## src/hdl/dtrd_pkg.sv

```systemverilog
// Shared types, constants and helpers for the decimal text reduced denominator block.
// No dependencies; imported by every module under hdl/.
package dtrd_pkg;

    localparam int unsigned VALUE_W        = 60;
    localparam int unsigned COUNT_W        = 5;
    localparam int unsigned NIBBLES        = VALUE_W / 4;
    localparam int unsigned NIB_CNT_W      = $clog2(NIBBLES);
    localparam int unsigned MAX_DIGITS_DEF = 18;
    localparam int unsigned S_DATA_W       = 8;
    localparam int unsigned M_DATA_W       = ((VALUE_W + 7) / 8) * 8;

    localparam logic [7:0] CHAR_ZERO  = 8'd48;
    localparam logic [7:0] CHAR_NINE  = 8'd57;
    localparam logic [7:0] CHAR_POINT = 8'd46;

    // controller -> datapath
    typedef struct packed {
        logic accept;     // take one character
        logic setup;      // den = 1, factor counters cleared
        logic halve;      // strip one factor of two
        logic div_start;  // load divide-by-five shifter
        logic div_step;   // one nibble of the divide
        logic div_commit; // quotient exact: strip one factor of five
        logic dbl;        // den *= 2
        logic quint;      // den *= 5
        logic emit;       // load result register, clear number state
    } t_dp_cmd;

    // datapath -> controller
    typedef struct packed {
        logic bad;
        logic point;
        logic v_zero;
        logic f_zero;
        logic v_even;
        logic twos_lt;
        logic fives_lt;
        logic div_last;
        logic rem_zero;
        logic out_free;
    } t_dp_status;

    typedef struct packed {
        logic [3:0] q;
        logic [2:0] r;
    } t_div5;

    // One radix-16 step of division by five: (r*16 + n) / 5 with r < 5.
    // 16r = 15r + r, so the quotient is 3r plus the quotient of (r + n).
    function automatic t_div5 div5_digit(input logic [2:0] r, input logic [3:0] n);
        logic [4:0] s;
        logic [1:0] t;
        t_div5      res;
        s = {2'b00, r} + {1'b0, n};
        if (s >= 5'd15) begin
            t = 2'd3;
        end else if (s >= 5'd10) begin
            t = 2'd2;
        end else if (s >= 5'd5) begin
            t = 2'd1;
        end else begin
            t = 2'd0;
        end
        res.q = 4'({2'b00, r} * 4'd3) + {2'b00, t};
        res.r = 3'(s - 5'({3'b000, t} * 5'd5));
        return res;
    endfunction

endpackage

```

## src/hdl/decimal_text_reduced_denominator.sv

```systemverilog
// Top level of the decimal text reduced denominator block.
// Depends on dtrd_pkg, dtrd_ctrl and dtrd_datapath.
//
// Takes a decimal number as text, one character per input transfer, tlast on
// the final character, and returns one result transfer per number: the
// denominator of digits/10^fraction_digits in lowest terms, or error with a
// zero denominator for a bad character, a second point or more than
// MAX_DIGITS digits. Characters other than the last are taken one per cycle.
// The last one starts the reduction; since 10^f = 2^f * 5^f, the block strips
// factors of two from the value one per cycle (at most f), then factors of
// five with a radix-16 divide-by-five shifter, one full divide per factor
// tried (at most f tries), and rebuilds the denominator with one doubling
// or one times-five step per cycle (at most 2f). A number without a point,
// a zero value or an error skips the reduction. Input is not taken during
// reduction. A finished result sits in an output register, so the next
// number's characters stream in while it waits for the sink.
module decimal_text_reduced_denominator #(
    parameter int unsigned MAX_DIGITS = dtrd_pkg::MAX_DIGITS_DEF
) (
    input  logic                            i_clk,
    input  logic                            i_rst_n,
    // slave side
    input  logic                            s_axis_tvalid,
    output logic                            s_axis_tready,
    input  logic [dtrd_pkg::S_DATA_W-1:0]   s_axis_tdata,  // [7:0] char_code
    input  logic                            s_axis_tlast,  // final_char
    // master side
    output logic                            m_axis_tvalid,
    input  logic                            m_axis_tready,
    output logic [dtrd_pkg::M_DATA_W-1:0]   m_axis_tdata,  // [59:0] denominator, rest zero
    output logic                            m_axis_tuser   // error
);
    import dtrd_pkg::*;

    t_dp_cmd            cmd;
    t_dp_status         status;
    logic [VALUE_W-1:0] den;

    dtrd_ctrl u_ctrl (
        .i_clk      (i_clk),
        .i_rst_n    (i_rst_n),
        .i_in_valid (s_axis_tvalid),
        .i_in_last  (s_axis_tlast),
        .o_in_ready (s_axis_tready),
        .i_status   (status),
        .o_cmd      (cmd)
    );

    dtrd_datapath #(
        .MAX_DIGITS (MAX_DIGITS)
    ) u_dp (
        .i_clk       (i_clk),
        .i_rst_n     (i_rst_n),
        .i_char      (s_axis_tdata),
        .i_cmd       (cmd),
        .o_status    (status),
        .i_out_ready (m_axis_tready),
        .o_out_valid (m_axis_tvalid),
        .o_den       (den),
        .o_err       (m_axis_tuser)
    );

    // zero padding up to a whole byte
    assign m_axis_tdata = {{(M_DATA_W-VALUE_W){1'b0}}, den};

endmodule

```

## src/hdl/dtrd_datapath.sv

```systemverilog
// Datapath: digit accumulation, factor stripping, divide-by-five shifter,
// denominator scaling and the result register. Depends on dtrd_pkg.
module dtrd_datapath #(
    parameter int unsigned MAX_DIGITS = dtrd_pkg::MAX_DIGITS_DEF
) (
    input  logic                           i_clk,
    input  logic                           i_rst_n,
    input  logic [7:0]                     i_char,
    input  dtrd_pkg::t_dp_cmd              i_cmd,
    output dtrd_pkg::t_dp_status           o_status,
    input  logic                           i_out_ready,
    output logic                           o_out_valid,
    output logic [dtrd_pkg::VALUE_W-1:0]   o_den,
    output logic                           o_err
);
    import dtrd_pkg::*;

    logic [VALUE_W-1:0]   r_value, n_value;
    logic                 r_point, n_point;
    logic [COUNT_W-1:0]   r_frac, n_frac;
    logic [COUNT_W-1:0]   r_total, n_total;
    logic                 r_bad, n_bad;
    logic [COUNT_W-1:0]   r_twos, n_twos;
    logic [COUNT_W-1:0]   r_fives, n_fives;
    logic [VALUE_W-1:0]   r_dvd, n_dvd;
    logic [VALUE_W-1:0]   r_quot, n_quot;
    logic [2:0]           r_rem, n_rem;
    logic [NIB_CNT_W-1:0] r_nib, n_nib;
    logic [VALUE_W-1:0]   r_den, n_den;
    logic                 r_out_valid, n_out_valid;
    logic [VALUE_W-1:0]   r_out_den, n_out_den;
    logic                 r_out_err, n_out_err;

    t_div5                step;
    logic [3:0]           digit;

    assign step  = div5_digit(r_rem, r_dvd[VALUE_W-1 -: 4]);
    assign digit = 4'(i_char - CHAR_ZERO);

    always_comb begin
        n_value     = r_value;
        n_point     = r_point;
        n_frac      = r_frac;
        n_total     = r_total;
        n_bad       = r_bad;
        n_twos      = r_twos;
        n_fives     = r_fives;
        n_dvd       = r_dvd;
        n_quot      = r_quot;
        n_rem       = r_rem;
        n_nib       = r_nib;
        n_den       = r_den;
        n_out_valid = r_out_valid && !i_out_ready;
        n_out_den   = r_out_den;
        n_out_err   = r_out_err;

        if (i_cmd.accept && !r_bad) begin
            case (i_char) inside
                [CHAR_ZERO:CHAR_NINE]: begin
                    if (r_total >= COUNT_W'(MAX_DIGITS)) begin
                        n_bad = 1'b1;
                    end else begin
                        n_value = (r_value << 3) + (r_value << 1)
                                + {{(VALUE_W-4){1'b0}}, digit};
                        n_total = r_total + 1'b1;
                        if (r_point) begin
                            n_frac = r_frac + 1'b1;
                        end
                    end
                end
                CHAR_POINT: begin
                    if (r_point) begin
                        n_bad = 1'b1;
                    end else begin
                        n_point = 1'b1;
                    end
                end
                default: begin
                    n_bad = 1'b1;
                end
            endcase
        end

        if (i_cmd.setup) begin
            n_den   = {{(VALUE_W-1){1'b0}}, 1'b1};
            n_twos  = '0;
            n_fives = '0;
        end
        if (i_cmd.halve) begin
            n_value = r_value >> 1;
            n_twos  = r_twos + 1'b1;
        end
        if (i_cmd.div_start) begin
            n_dvd  = r_value;
            n_quot = '0;
            n_rem  = '0;
            n_nib  = '0;
        end
        if (i_cmd.div_step) begin
            n_dvd  = r_dvd << 4;
            n_quot = {r_quot[VALUE_W-5:0], step.q};
            n_rem  = step.r;
            n_nib  = r_nib + 1'b1;
        end
        if (i_cmd.div_commit) begin
            n_value = r_quot;
            n_fives = r_fives + 1'b1;
        end
        if (i_cmd.dbl) begin
            n_den  = r_den << 1;
            n_twos = r_twos + 1'b1;
        end
        if (i_cmd.quint) begin
            n_den   = (r_den << 2) + r_den;
            n_fives = r_fives + 1'b1;
        end
        if (i_cmd.emit) begin
            n_out_valid = 1'b1;
            n_out_err   = r_bad;
            n_out_den   = r_bad ? '0 : r_den;
            n_value     = '0;
            n_point     = 1'b0;
            n_frac      = '0;
            n_total     = '0;
            n_bad       = 1'b0;
        end
    end

    always_ff @(posedge i_clk) begin
        if (!i_rst_n) begin
            r_value     <= '0;
            r_point     <= 1'b0;
            r_frac      <= '0;
            r_total     <= '0;
            r_bad       <= 1'b0;
            r_twos      <= '0;
            r_fives     <= '0;
            r_nib       <= '0;
            r_out_valid <= 1'b0;
        end else begin
            r_value     <= n_value;
            r_point     <= n_point;
            r_frac      <= n_frac;
            r_total     <= n_total;
            r_bad       <= n_bad;
            r_twos      <= n_twos;
            r_fives     <= n_fives;
            r_nib       <= n_nib;
            r_out_valid <= n_out_valid;
        end
    end

    always_ff @(posedge i_clk) begin
        r_dvd     <= n_dvd;
        r_quot    <= n_quot;
        r_rem     <= n_rem;
        r_den     <= n_den;
        r_out_den <= n_out_den;
        r_out_err <= n_out_err;
    end

    always_comb begin
        o_status.bad      = r_bad;
        o_status.point    = r_point;
        o_status.v_zero   = (r_value == '0);
        o_status.f_zero   = (r_frac == '0);
        o_status.v_even   = !r_value[0];
        o_status.twos_lt  = (r_twos < r_frac);
        o_status.fives_lt = (r_fives < r_frac);
        o_status.div_last = (r_nib == NIB_CNT_W'(NIBBLES - 1));
        o_status.rem_zero = (r_rem == '0);
        o_status.out_free = !r_out_valid || i_out_ready;
    end

    assign o_out_valid = r_out_valid;
    assign o_den       = r_out_den;
    assign o_err       = r_out_err;

endmodule

```

## src/hdl/dtrd_ctrl.sv

```systemverilog
// Controller state machine: sequences intake, factor stripping, divide steps,
// scaling and result hand-off. Depends on dtrd_pkg.
module dtrd_ctrl (
    input  logic                 i_clk,
    input  logic                 i_rst_n,
    input  logic                 i_in_valid,
    input  logic                 i_in_last,
    output logic                 o_in_ready,
    input  dtrd_pkg::t_dp_status i_status,
    output dtrd_pkg::t_dp_cmd    o_cmd
);
    import dtrd_pkg::*;

    typedef enum logic [2:0] {
        S_IDLE,
        S_DECIDE,
        S_TWOS,
        S_FIVES,
        S_DIV,
        S_CHECK,
        S_SCALE,
        S_EMIT
    } t_state;

    t_state r_state, n_state;
    logic   r_ready, n_ready;

    always_comb begin
        n_state = r_state;
        o_cmd   = '0;
        case (r_state)
            S_IDLE: begin
                if (i_in_valid) begin
                    o_cmd.accept = 1'b1;
                    if (i_in_last) begin
                        n_state = S_DECIDE;
                    end
                end
            end
            S_DECIDE: begin
                o_cmd.setup = 1'b1;
                if (i_status.bad || !i_status.point || i_status.v_zero
                        || i_status.f_zero) begin
                    n_state = S_EMIT;
                end else begin
                    n_state = S_TWOS;
                end
            end
            S_TWOS: begin
                if (i_status.v_even && i_status.twos_lt) begin
                    o_cmd.halve = 1'b1;
                end else begin
                    n_state = S_FIVES;
                end
            end
            S_FIVES: begin
                if (i_status.fives_lt) begin
                    o_cmd.div_start = 1'b1;
                    n_state         = S_DIV;
                end else begin
                    n_state = S_SCALE;
                end
            end
            S_DIV: begin
                o_cmd.div_step = 1'b1;
                if (i_status.div_last) begin
                    n_state = S_CHECK;
                end
            end
            S_CHECK: begin
                if (i_status.rem_zero) begin
                    o_cmd.div_commit = 1'b1;
                    n_state          = S_FIVES;
                end else begin
                    n_state = S_SCALE;
                end
            end
            S_SCALE: begin
                // counters run from the stripped count up to the fraction length
                if (i_status.twos_lt) begin
                    o_cmd.dbl = 1'b1;
                end else if (i_status.fives_lt) begin
                    o_cmd.quint = 1'b1;
                end else begin
                    n_state = S_EMIT;
                end
            end
            S_EMIT: begin
                if (i_status.out_free) begin
                    o_cmd.emit = 1'b1;
                    n_state    = S_IDLE;
                end
            end
            default: begin
                n_state = S_IDLE;
            end
        endcase
        n_ready = (n_state == S_IDLE);
    end

    always_ff @(posedge i_clk) begin
        if (!i_rst_n) begin
            r_state <= S_IDLE;
            r_ready <= 1'b1;
        end else begin
            r_state <= n_state;
            r_ready <= n_ready;
        end
    end

    assign o_in_ready = r_ready;

endmodule

```

## config.mk

```make
export PLATFORM = sky130hd
export DESIGN_NAME = decimal_text_reduced_denominator
export DESIGN_NICKNAME = d
export VERILOG_FILES = /design/src/hdl/dtrd_pkg.sv /design/src/hdl/decimal_text_reduced_denominator.sv /design/src/hdl/dtrd_datapath.sv /design/src/hdl/dtrd_ctrl.sv
export SDC_FILE = /design/constraint.sdc
export NUM_CORES = 1
export LEC_CHECK = 0
export BUFFER_PORTS_ARGS = -buffer_cell sky130_fd_sc_hd__buf_2
export CAP_MARGIN = 20
export CORE_MARGIN = 3
export CORE_UTILIZATION = 40
export DETAILED_ROUTE_END_ITERATION = 10
export SLEW_MARGIN = 25
export SYNTH_ARGS = -nofsm -noshare
export SYNTH_HDL_FRONTEND = slang
export SYNTH_SLANG_ARGS = --single-unit
export TNS_END_PERCENT = 30
```

## constraint.sdc

```tcl
create_clock -name i_clk -period 6.65 [get_ports i_clk]
set_clock_uncertainty 0.05 [all_clocks]
set_input_delay 1.33 -clock i_clk [delete_from_list [all_inputs] [get_ports i_clk]]
set_output_delay 1.33 -clock i_clk [all_outputs]
set_load 0.02 [all_outputs]
```

# == Word level (Yosys, flattened, before mapping) ==
# Index checks and enable logic that the tools add are counted.
# word_totals
word_cells,140
inputBits,13
reg_bits,335
out_inout_bits,67
# op_classes
n_addsub,12
order_cmp,8
n_eq_ne,12
bitwise_logic,3
n_reduce_logical,30
n_mux,55
mul,2
# ops
op,count
$mux 60,12
$add 60x60->60,2
$add 60x4->60,1
$logic_not 60->1,1
$mux 3,11
$mux 5,5
$pmux 3 s8,1
$add 5x1->5 const B,4
$mux 1,20
$reduce_bool 3->1,5
$eq 3x3->1 const B,4
$reduce_and 3->1,4
$ge 5x4->1 const B,2
$lt 5x5->1,2
$logic_not 3->1,3
$eq 8x6->1 const B,1
$ge 8x6->1 const B,1
$le 8x6->1 const B,1
$mux 2,4
$mux 4,2
$eq 3x2->1 const B,2
$add 3x4->5,1
$ge 5x3->1 const B,1
$ge 5x5->1 const B,1
other kinds (19),31

# == Depth between registers and ports, before layout ==
# Gate-level depths: netlist of run 1.
# logic_depth
word_depth,8
mapped_depth,14
ltp_nobuf,14

# == By module ==
# A second synthesis of run 1 with hierarchy kept.
# hier_totals
cells_unflattened,2407
area_unflattened_um2,22374.0
# modules_own_cells
module,seq_area_each_um2,n_inst,cells_per_inst,area_per_inst_um2
dtrd_datapath,9028.7,1,2355,21961.1
dtrd_ctrl,80.1,1,47,379.1
decimal_text_reduced_denominator,0.0,1,5,33.8

# == Worst setup path before layout of run 1 ==
# OpenSTA, ideal clock, no wires.
# synth_path
kind,register to register
startpoint,register u_dp.r_frac[1]
endpoint,register u_dp.r_dvd[10] (enable)
slack_ns,1.717
setup_ns,0.472
t_required_ns,6.128
path_stages_with_launch,10
synth_period_minus_slack_ns,4.933
arrival_time_ns,4.410
path_buffers,0
path_cell_list,dfxtp_1 -> inv_1 -> ha_1 -> a21o_1 -> a21o_1 -> a21o_1 -> a21oi_1 -> nor3b_1 -> nor2_1 -> inv_1
# synth_between
elab_chain_len,4
# synth_rtl
element,line_no,text
from (decl),dtrd_datapath.sv:20,"logic [COUNT_W-1:0] r_frac, n_frac;"
from (signal assigned),dtrd_datapath.sv:143,r_frac <= n_frac;
$lt 5x5->1,dtrd_datapath.sv:169,o_status.fives_lt = (r_fives < r_frac);
$mux 1,dtrd_ctrl.sv:57,if (i_status.fives_lt) begin
$mux 1,dtrd_ctrl.sv:31,case (r_state)
$reduce_bool 2->1 (no line),-,
to (signal assigned),dtrd_datapath.sv:154,r_dvd <= n_dvd;
to (decl),dtrd_datapath.sv:25,"logic [VALUE_W-1:0] r_dvd, n_dvd;"
# No other way between the ends.
# A chain may end at the register's enable or synchronous reset.

# == Worst setup path after layout of run 1 ==
# layout_path
startpoint,input s_axis_tdata[3] (netlist bit)
endpoint,register u_dp.r_value[55]
# layout_between
elab_chain_len,7
word_cells_on_any_way,12
classes_between,add/sub: 2; order compare: 2; mux: 5; reduce/logical: 3
# layout_rtl
element,line_no,text
from (decl),decimal_text_reduced_denominator.sv:25,"input logic [dtrd_pkg::S_DATA_W-1:0] s_axis_tdata,"
$sub 4x1->4,dtrd_datapath.sv:38,assign digit = 4'(i_char - CHAR_ZERO);
$add 60x4->60,dtrd_datapath.sv:64,"+ {{(VALUE_W-4){1'b0}}, digit};"
$mux 60,dtrd_datapath.sv:60,if (r_total >= COUNT_W'(MAX_DIGITS)) begin
$mux 60,dtrd_datapath.sv:58,case (i_char) inside
$mux 60,dtrd_datapath.sv:57,if (i_cmd.accept && !r_bad) begin
$mux 60,dtrd_datapath.sv:89,if (i_cmd.halve) begin
$mux 60,dtrd_datapath.sv:105,if (i_cmd.div_commit) begin
to (signal assigned),dtrd_datapath.sv:141,r_value <= n_value;
to (decl),dtrd_datapath.sv:18,"logic [VALUE_W-1:0] r_value, n_value;"
# Parallel ways exist; a longest one is shown, timed or not. The select of a mux whose other input is x is not followed.

==> run_results.csv, run 1 <==
group,metric,value,unit
synth,async_flop_share,0,%
drt,viasPerCell,5.91,
drt,num_vias,17900,
sta,fmax,204,MHz
cells_and_area,postLayoutCellArea,24200,sq um
cts,htreeDepth,2,
placed_design,dp_hpwl,42400,um
cells_and_area,area.growth.synth_to_final,10.4,%
synth,synth_edf_count,240,
floorplanning,rows,85,
worst_setup_path,reg2reg_to,"u_dp.r_value[55]$_SDFFE_PP0P_",
drt,finalWirelength,60800,um
cells_and_area,num-fill-cells,5156,
worst_hold_path,holdPathEnd,"u_dp.r_twos[4]$_SDFFE_PN0P_",
global_routing,grt_start_max_net_pins,64,
outcome,status,"complete, no violations",
global_routing,grt_pass1_vias,17400,
sta,period_share,73.7,%
power_and_ir_drop,p_per_area,268,nW/um^2
cells_and_area,register_area,9110,sq um
global_routing,grt_usage,20.9,%
cts,clk_latency,0.57,ns
worst_setup_path,reg2reg_from,"u_dp.r_value[0]$_SDFFE_PP0P_",
worst_setup_path,critical_path_arrival,5.28,ns
synth,ys_warn_count,0,
cells_and_area,num_antenna_cells,0,
cells_and_area,drive_gt1_share,8.38,%
cts,cts_made_buffers,41,
cells_and_area,multiInputGateArea,12100,sq um
synth,synth_top_area_share,32.9,%
drt,drtIter0Drc,1366,
global_routing,overflow,0,
synth,synth_cell_types,78,
global_routing,grt_pass1_wl,96600,um
worst_setup_path,cp-start-kind,"input port",
synth,synth.avg_cell_area,9.52,sq um
sta,report.final.slew_viol_count,0,
power_and_ir_drop,p_switching,0.00209,W
worst_hold_path,hp-class,"flip-flop to flip-flop",
sta,relSlewSlack,32.5,%
drt,wl_per_cell,20.0,um
power_and_ir_drop,p_int,0.00438,W
sta,setup_tns,0,ns
worst_setup_path,crit_type,"input port to flip-flop",
synth,ys_top_cells_by_count,"240 x edfxtp_1, 212 x nand2_1, 195 x ha_1, 189 x a21oi_1, 164 x o21ai_0",
worst_setup_path,cp_max_fo,4,
synth,synth_largest_area_cell,"edfxtp_1",
cts,cts_resized,0,
sta,final_hold_viol_count,0,
drt,final_antenna_net_count,0,
sta,min_period,4.90,ns
worst_hold_path,min_from,"u_dp.r_twos[4]$_SDFFE_PN0P_",
worst_setup_path,r2r_cells,14,
synth,ys_ff_latch,335,
placed_design,dp_worst_setup_slack,1.25,ns
worst_hold_path,holdPathStages,1,
cts,cts_tree,"yes",
drt,dr.pass1.iters,6,
floorplanning,io-pin-count,80,
floorplanning,core,54000,sq um
synth,synth_area,21900,sq um
sta,fin_ws,1.75,ns
global_routing,antenna_found_initial,1,
cts,postCtsSetupBuffers,0,
cts,path_clk_slew,0.06,ns
floorplanning,start_util,40.5,%
synth,netlist_instances,2300,
worst_setup_path,critPathRequiredTime,7.03,ns
cts,clkSinkCount,335,
placed_design,gp_congestion,0.949,
cells_and_area,nets,2520,
power_and_ir_drop,vdd_drop_max,0.000179,V
power_and_ir_drop,combPwrFrac,24.2,%
synth,ys.flop_type,"edfxtp_1",
sta,setup_viol,0,
worst_setup_path,r2r_slack,2.08,ns
worst_setup_path,end_kind,"flip-flop",
drt,drt_drc_violations_left,0,
sta,rsz0062_at_grt,"false",
sta,worst-slew-pin-transition,1.01,ns
power_and_ir_drop,p_leak,9.89,nW
synth,synth-seq-area-share,41.6,%
floorplanning,die-area,57600,sq um
synth,synth_area_leaders,"edfxtp_1 33%, ha_1 11%, dfxtp_1 8.7%, a21oi_1 4.3%, o21ai_0 3.7%",
cts,cts.hold.buffers_added,0,
floorplanning,die_h,240,um
cts,cts-root-buf,"clkbuf_16",
power_and_ir_drop,switching_share,32.3,%
synth,yosysMostFrequentCell,"edfxtp_1",
placed_design,portBuffers,75,
placed_design,post_dp_cell_area,22900,sq um
power_and_ir_drop,pwr-share-seq,41.5,%
floorplanning,die_w,240,um
cts,cts_buffer_depth,3,
power_and_ir_drop,power.share.clock,34.2,%
flow_run,maxCapViolations,0,
cell type report:
type	instances	share of cell area (%)
tap	696	3.60
clock buffer	53	4.47
multi-input combinational	1770	50.1
timing repair buffer	98	2.27
clock inverter	23	0.952
inverter	59	0.926
sequential	335	37.7
metrics by stage:
stage | hold slack (ns) | util, % | instances | total power (W)
after floorplan | 0.356 | - | 2303 | 0.00386
after global placement | 0.394 | 42.3 | 2958 | 0.00427
after detailed placement | 0.400 | 42.3 | 2958 | 0.00429
after CTS | 0.412 | 44.8 | 3034 | 0.00653
after global routing | 0.426 | 44.8 | 3034 | 0.00680
final | 0.407 | 44.8 | 3034 | 0.00647
power by group through the flow:
stage / clock network, W / registers, W / logic [W]
after global placement: 0 / 0.00273 / 0.00154
final: 0.00222 / 0.00269 / 0.00157
after global routing: 0.00234 / 0.00271 / 0.00175
after detailed placement: 0 / 0.00273 / 0.00157
after CTS: 0.00227 / 0.00269 / 0.00157
after floorplan: 0 / 0.00265 / 0.00120
sequential cells by signal, summed over array words and instances, names as in the netlist:
signal / count
u_dp.r_fives: 5
u_dp.r_twos: 5
u_dp.r_point: 1
u_dp.r_frac: 5
u_dp.r_dvd: 60
u_dp.r_quot: 60
u_dp.r_den: 60
u_dp.o_out_valid: 1
u_ctrl.r_state: 3
u_dp.r_rem: 3
u_ctrl.o_in_ready: 1
u_dp.o_err: 1
u_dp.o_den: 60
u_dp.r_nib: 4
u_dp.r_value: 60
u_dp.r_total: 5
u_dp.r_bad: 1
cells in the final DEF, fill, tap and decap left out, drive strengths merged, types with 13 or more instances in the layout:
cell / n
a31oi: 25
nand3: 57
o21a: 14
a21oi: 189
a211oi: 26
buf: 98
o21ai: 166
o22ai: 14
nor4: 20
and2: 16
a22o: 71
o31ai: 13
ha: 195
o211ai: 37
nand2b: 16
xnor2: 69
dfxtp: 95
o221ai: 18
nand4: 37
xor2: 46
nor2b: 79
nand2: 212
and3: 70
a21o: 81
o21bai: 21
nor2: 129
edfxtp: 240
clkbuf: 53
inv: 65
nor3: 29
cell families (layout without fill, tap and decap cells):
kind of cell,count (synthesis),count (layout),synth area share (%)
xor gates and xnor gates,115,115,4.60
buffers and inverters,198,233,3.46
other,1,4,0.0171
muxes,7,7,0.326
DFF,335,335,41.6
and+or+nand+nor,696,696,15.7
AOI/OAI and AO/OA,745,745,22.5
adders and majority gates,203,203,11.8
worst max path at each step:
stage | start | to | cells past startpoint | slack [ns]
after global routing | s_axis_tdata[3] | u_dp.r_value[55]$_SDFFE_PP0P_ | 15 | 1.49
after detailed placement | s_axis_tdata[3] | u_dp.r_value[59]$_SDFFE_PP0P_ | 15 | 1.25
after CTS | s_axis_tdata[3] | u_dp.r_value[55]$_SDFFE_PP0P_ | 15 | 1.86
after floorplan | u_dp.r_frac[1]$_SDFFE_PP0P_ | u_dp.r_dvd[10]$_DFFE_PP_ | 9 | 1.72
final | s_axis_tdata[3] | u_dp.r_value[55]$_SDFFE_PP0P_ | 15 | 1.75
after global placement | s_axis_tdata[3] | u_dp.r_value[55]$_SDFFE_PP0P_ | 15 | 1.27
worst max-delay path, cell delays in order:
cell and delay, ns:
buf_2 0.16, inv_1 0.08, fa_1 0.60, inv_1 0.06, ha_1 0.29, a211oi_1 0.08, o211ai_1 0.29, a21bo_2 0.22
a41oi_1 0.24, nor4b_1 0.89, o211a_1 0.32, o21ai_0 0.19, xnor2_1 0.18, a221oi_1 0.29, nor2_1 0.06
routing by layer:
layer  wire (um)  global-route usage (%)  vias up
li1            -                       -     8660
met1       28000                    28.7     8675
met2       28400                    34.6      496
met3        2990                    2.70       95
met4        1390                    5.85        2
met5          13                       0        -
No activity file was read; power rests on OpenSTA's default activity.
==> inputs of run 2 (changes only) <==
Clock period 6.65 ns to 4.04 ns, I/O delays scaled along.
==> run_results.csv, run 2 (synthesized netlist as in run 1, its figures left out) <==
group,metric,value,unit
outcome,status,"complete, no violations",
power_and_ir_drop,power.share.clock,32.8,%
floorplanning,rows,85,
sta,setup_tns,0,ns
cts,cts-root-buf,"clkbuf_16",
cts,cts_made_buffers,40,
power_and_ir_drop,p_leak,10.1,nW
power_and_ir_drop,p_switching,0.00339,W
floorplanning,die-area,57600,sq um
worst_setup_path,cp_max_fo,3,
drt,drt_drc_violations_left,0,
worst_setup_path,slowest_delay,0.49,ns
sta,worst-slew-pin-transition,0.880,ns
global_routing,grt_util_met1,28.5,%
sta,setup_viol,0,
worst_setup_path,reg2reg_from,"u_dp.r_value[0]$_SDFFE_PP0P_",
floorplanning,die_w,240,um
global_routing,grt_pass1_wl,98600,um
sta,fmax,251,MHz
global_routing,met2_usage,35.0,%
worst_setup_path,critPathTopFamily,"compound AO/OA/AOI/OAI gates",
cells_and_area,layout_common_cells,"240 x edfxtp_1, 211 x nand2_1, 194 x ha_1",
placed_design,dp_worst_setup_slack,-0.799,ns
placed_design,portBuffers,75,
worst_setup_path,reg2reg_to,"u_dp.r_value[50]$_SDFFE_PP0P_",
drt,dr.pass1.iters,5,
power_and_ir_drop,vdd_drop_max,0.000310,V
worst_setup_path,critPathRequiredTime,4.41,ns
drt,viasPerCell,5.88,
worst_setup_path,end_kind,"flip-flop",
cts,cts_tree,"yes",
sta,fin_ws,0.0634,ns
cts,clkSinkCount,335,
drt,drtIter0Drc,1407,
power_and_ir_drop,combPwrFrac,25.2,%
placed_design,post_dp_cell_area,23300,sq um
cts,clk_latency,0.57,ns
cells_and_area,num-fill-cells,5135,
power_and_ir_drop,p_per_area,427,nW/um^2
placed_design,dpl.cell_count,3008,
worst_setup_path,r2r_slack,0.09,ns
drt,num_vias,18100,
worst_setup_path,path_cells,"buf_2 -> ha_1 -> ha_2 -> inv_1 -> fa_2 -> and2b_1 -> o2111ai_2 -> a2111o_1 -> a2111oi_4 -> o31ai_4 -> o21ba_4 -> o41a_4 -> xnor2_1 -> a221oi_2 -> nor2_1",
sta,report.final.slew_viol_count,0,
floorplanning,core,54000,sq um
sta,final_hold_viol_count,0,
worst_setup_path,r2r_cells,13,
cells_and_area,num_antenna_cells,0,
worst_setup_path,cp.depth,15,
global_routing,grt_pass1_vias,17900,
global_routing,grt_usage,21.2,%
cells_and_area,area.growth.synth_to_final,12.3,%
worst_setup_path,critPathBufInv,2,
worst_hold_path,holdPathStages,1,
drt,final_antenna_net_count,0,
flow_run,maxCapViolations,0,
floorplanning,io-pin-count,80,
global_routing,overflow,0,
cts,htreeDepth,2,
floorplanning,start_util,40.5,%
power_and_ir_drop,p_int,0.00712,W
power_and_ir_drop,pwr-share-seq,42.0,%
placed_design,dp_hpwl,43200,um
global_routing,grt_start_max_net_pins,120,
sta,min_period,3.98,ns
worst_setup_path,critical_path_arrival,4.34,ns
cells_and_area,drive_gt1_share,10.6,%
cts,path_clk_slew,0.06,ns
cells_and_area,layout.cells.most_common,"edfxtp_1",
power_and_ir_drop,switching_share,32.3,%
sta,relSlewSlack,40.8,%
worst_setup_path,crit_start,"s_axis_tdata[2]",
cells_and_area,fin_cells,3083,
cells_and_area,postLayoutCellArea,24600,sq um
global_routing,antenna_found_initial,0,
sta,period_share,98.4,%
worst_hold_path,hp-class,"flip-flop to flip-flop",
global_routing,met3_usage,2.72,%
worst_setup_path,cp-start-kind,"input port",
worst_setup_path,endpoint,"u_dp.r_value[50]$_SDFFE_PP0P_",
floorplanning,die_h,240,um
worst_setup_path,cp_slowest_cell,"a2111o_1",
drt,finalWirelength,61100,um
cts,cts_buffer_depth,3,
drt,wl_per_cell,19.8,um
worst_setup_path,crit_type,"input port to flip-flop",
global_routing,grt.busiest_layer,"met2",
placed_design,gp_congestion,0.915,
cells_and_area,nets,2574,
run 2: routing by layer:
layer | vias to the layer above | part of all wire (%)
met5 | - | 0
met4 | 0 | 3.4
met3 | 130 | 4.9
met2 | 490 | 47
met1 | 8759 | 45
li1 | 8754 | -
run 2: what timing repair did:
action / 4_1_cts / 5_1_grt
hold buffers: 0 / 0
buffers inserted: 2 / 3
gates resized for setup: 3 / 10
pin swaps: 6 / 8
setup endpoints to repair: 2 / 7
run 2: final cells by class:
| type | count | area [sq um] | share of cell area, % |
|---|---|---|---|
| clock buffers | 53 | 1090 | 4.44 |
| repair buffers | 153 | 1000 | 4.07 |
| inverters | 59 | 225 | 0.916 |
| well taps | 696 | 871 | 3.54 |
| clock inverters | 17 | 138 | 0.560 |
| flip-flops and latches | 335 | 9110 | 37.0 |
| multi-input cells | 1770 | 12200 | 49.4 |
run 2: power by group through the flow:
stage               logic (W)  clock network (W)  registers [W]
finish                0.00265            0.00344        0.00442
global route          0.00297            0.00365        0.00446
CTS                   0.00265            0.00355        0.00442
detailed placement    0.00264                  0        0.00448
global placement      0.00261                  0        0.00448
floorplan             0.00198                  0        0.00436
run 2: worst min-delay path by stage:
| stage | from | endpoint | slack [ns] |
|---|---|---|---|
| floorplan | u_dp.r_bad$_SDFFE_PP0P_ | u_dp.o_err$_DFFE_PP_ | 0.36 |
| global placement | u_dp.r_nib[3]$_SDFFE_PN0P_ | u_dp.r_nib[3]$_SDFFE_PN0P_ | 0.40 |
| detailed placement | u_dp.r_nib[3]$_SDFFE_PN0P_ | u_dp.r_nib[3]$_SDFFE_PN0P_ | 0.41 |
| CTS | u_dp.r_nib[3]$_SDFFE_PN0P_ | u_dp.r_nib[3]$_SDFFE_PN0P_ | 0.42 |
| global route | u_dp.r_fives[4]$_SDFFE_PN0P_ | u_dp.r_fives[4]$_SDFFE_PN0P_ | 0.45 |
| finish | u_dp.r_fives[4]$_SDFFE_PN0P_ | u_dp.r_fives[4]$_SDFFE_PN0P_ | 0.42 |
run 2: metrics by stage:
stage                     hold slack (ns)  power (W)  util [%]
final                               0.418     0.0105      45.5
after global placement              0.400    0.00709      43.1
after detailed placement            0.412    0.00712      43.1
after global routing                0.449     0.0111      45.5
after CTS                           0.422     0.0106      45.4
after floorplan                     0.356    0.00634         -
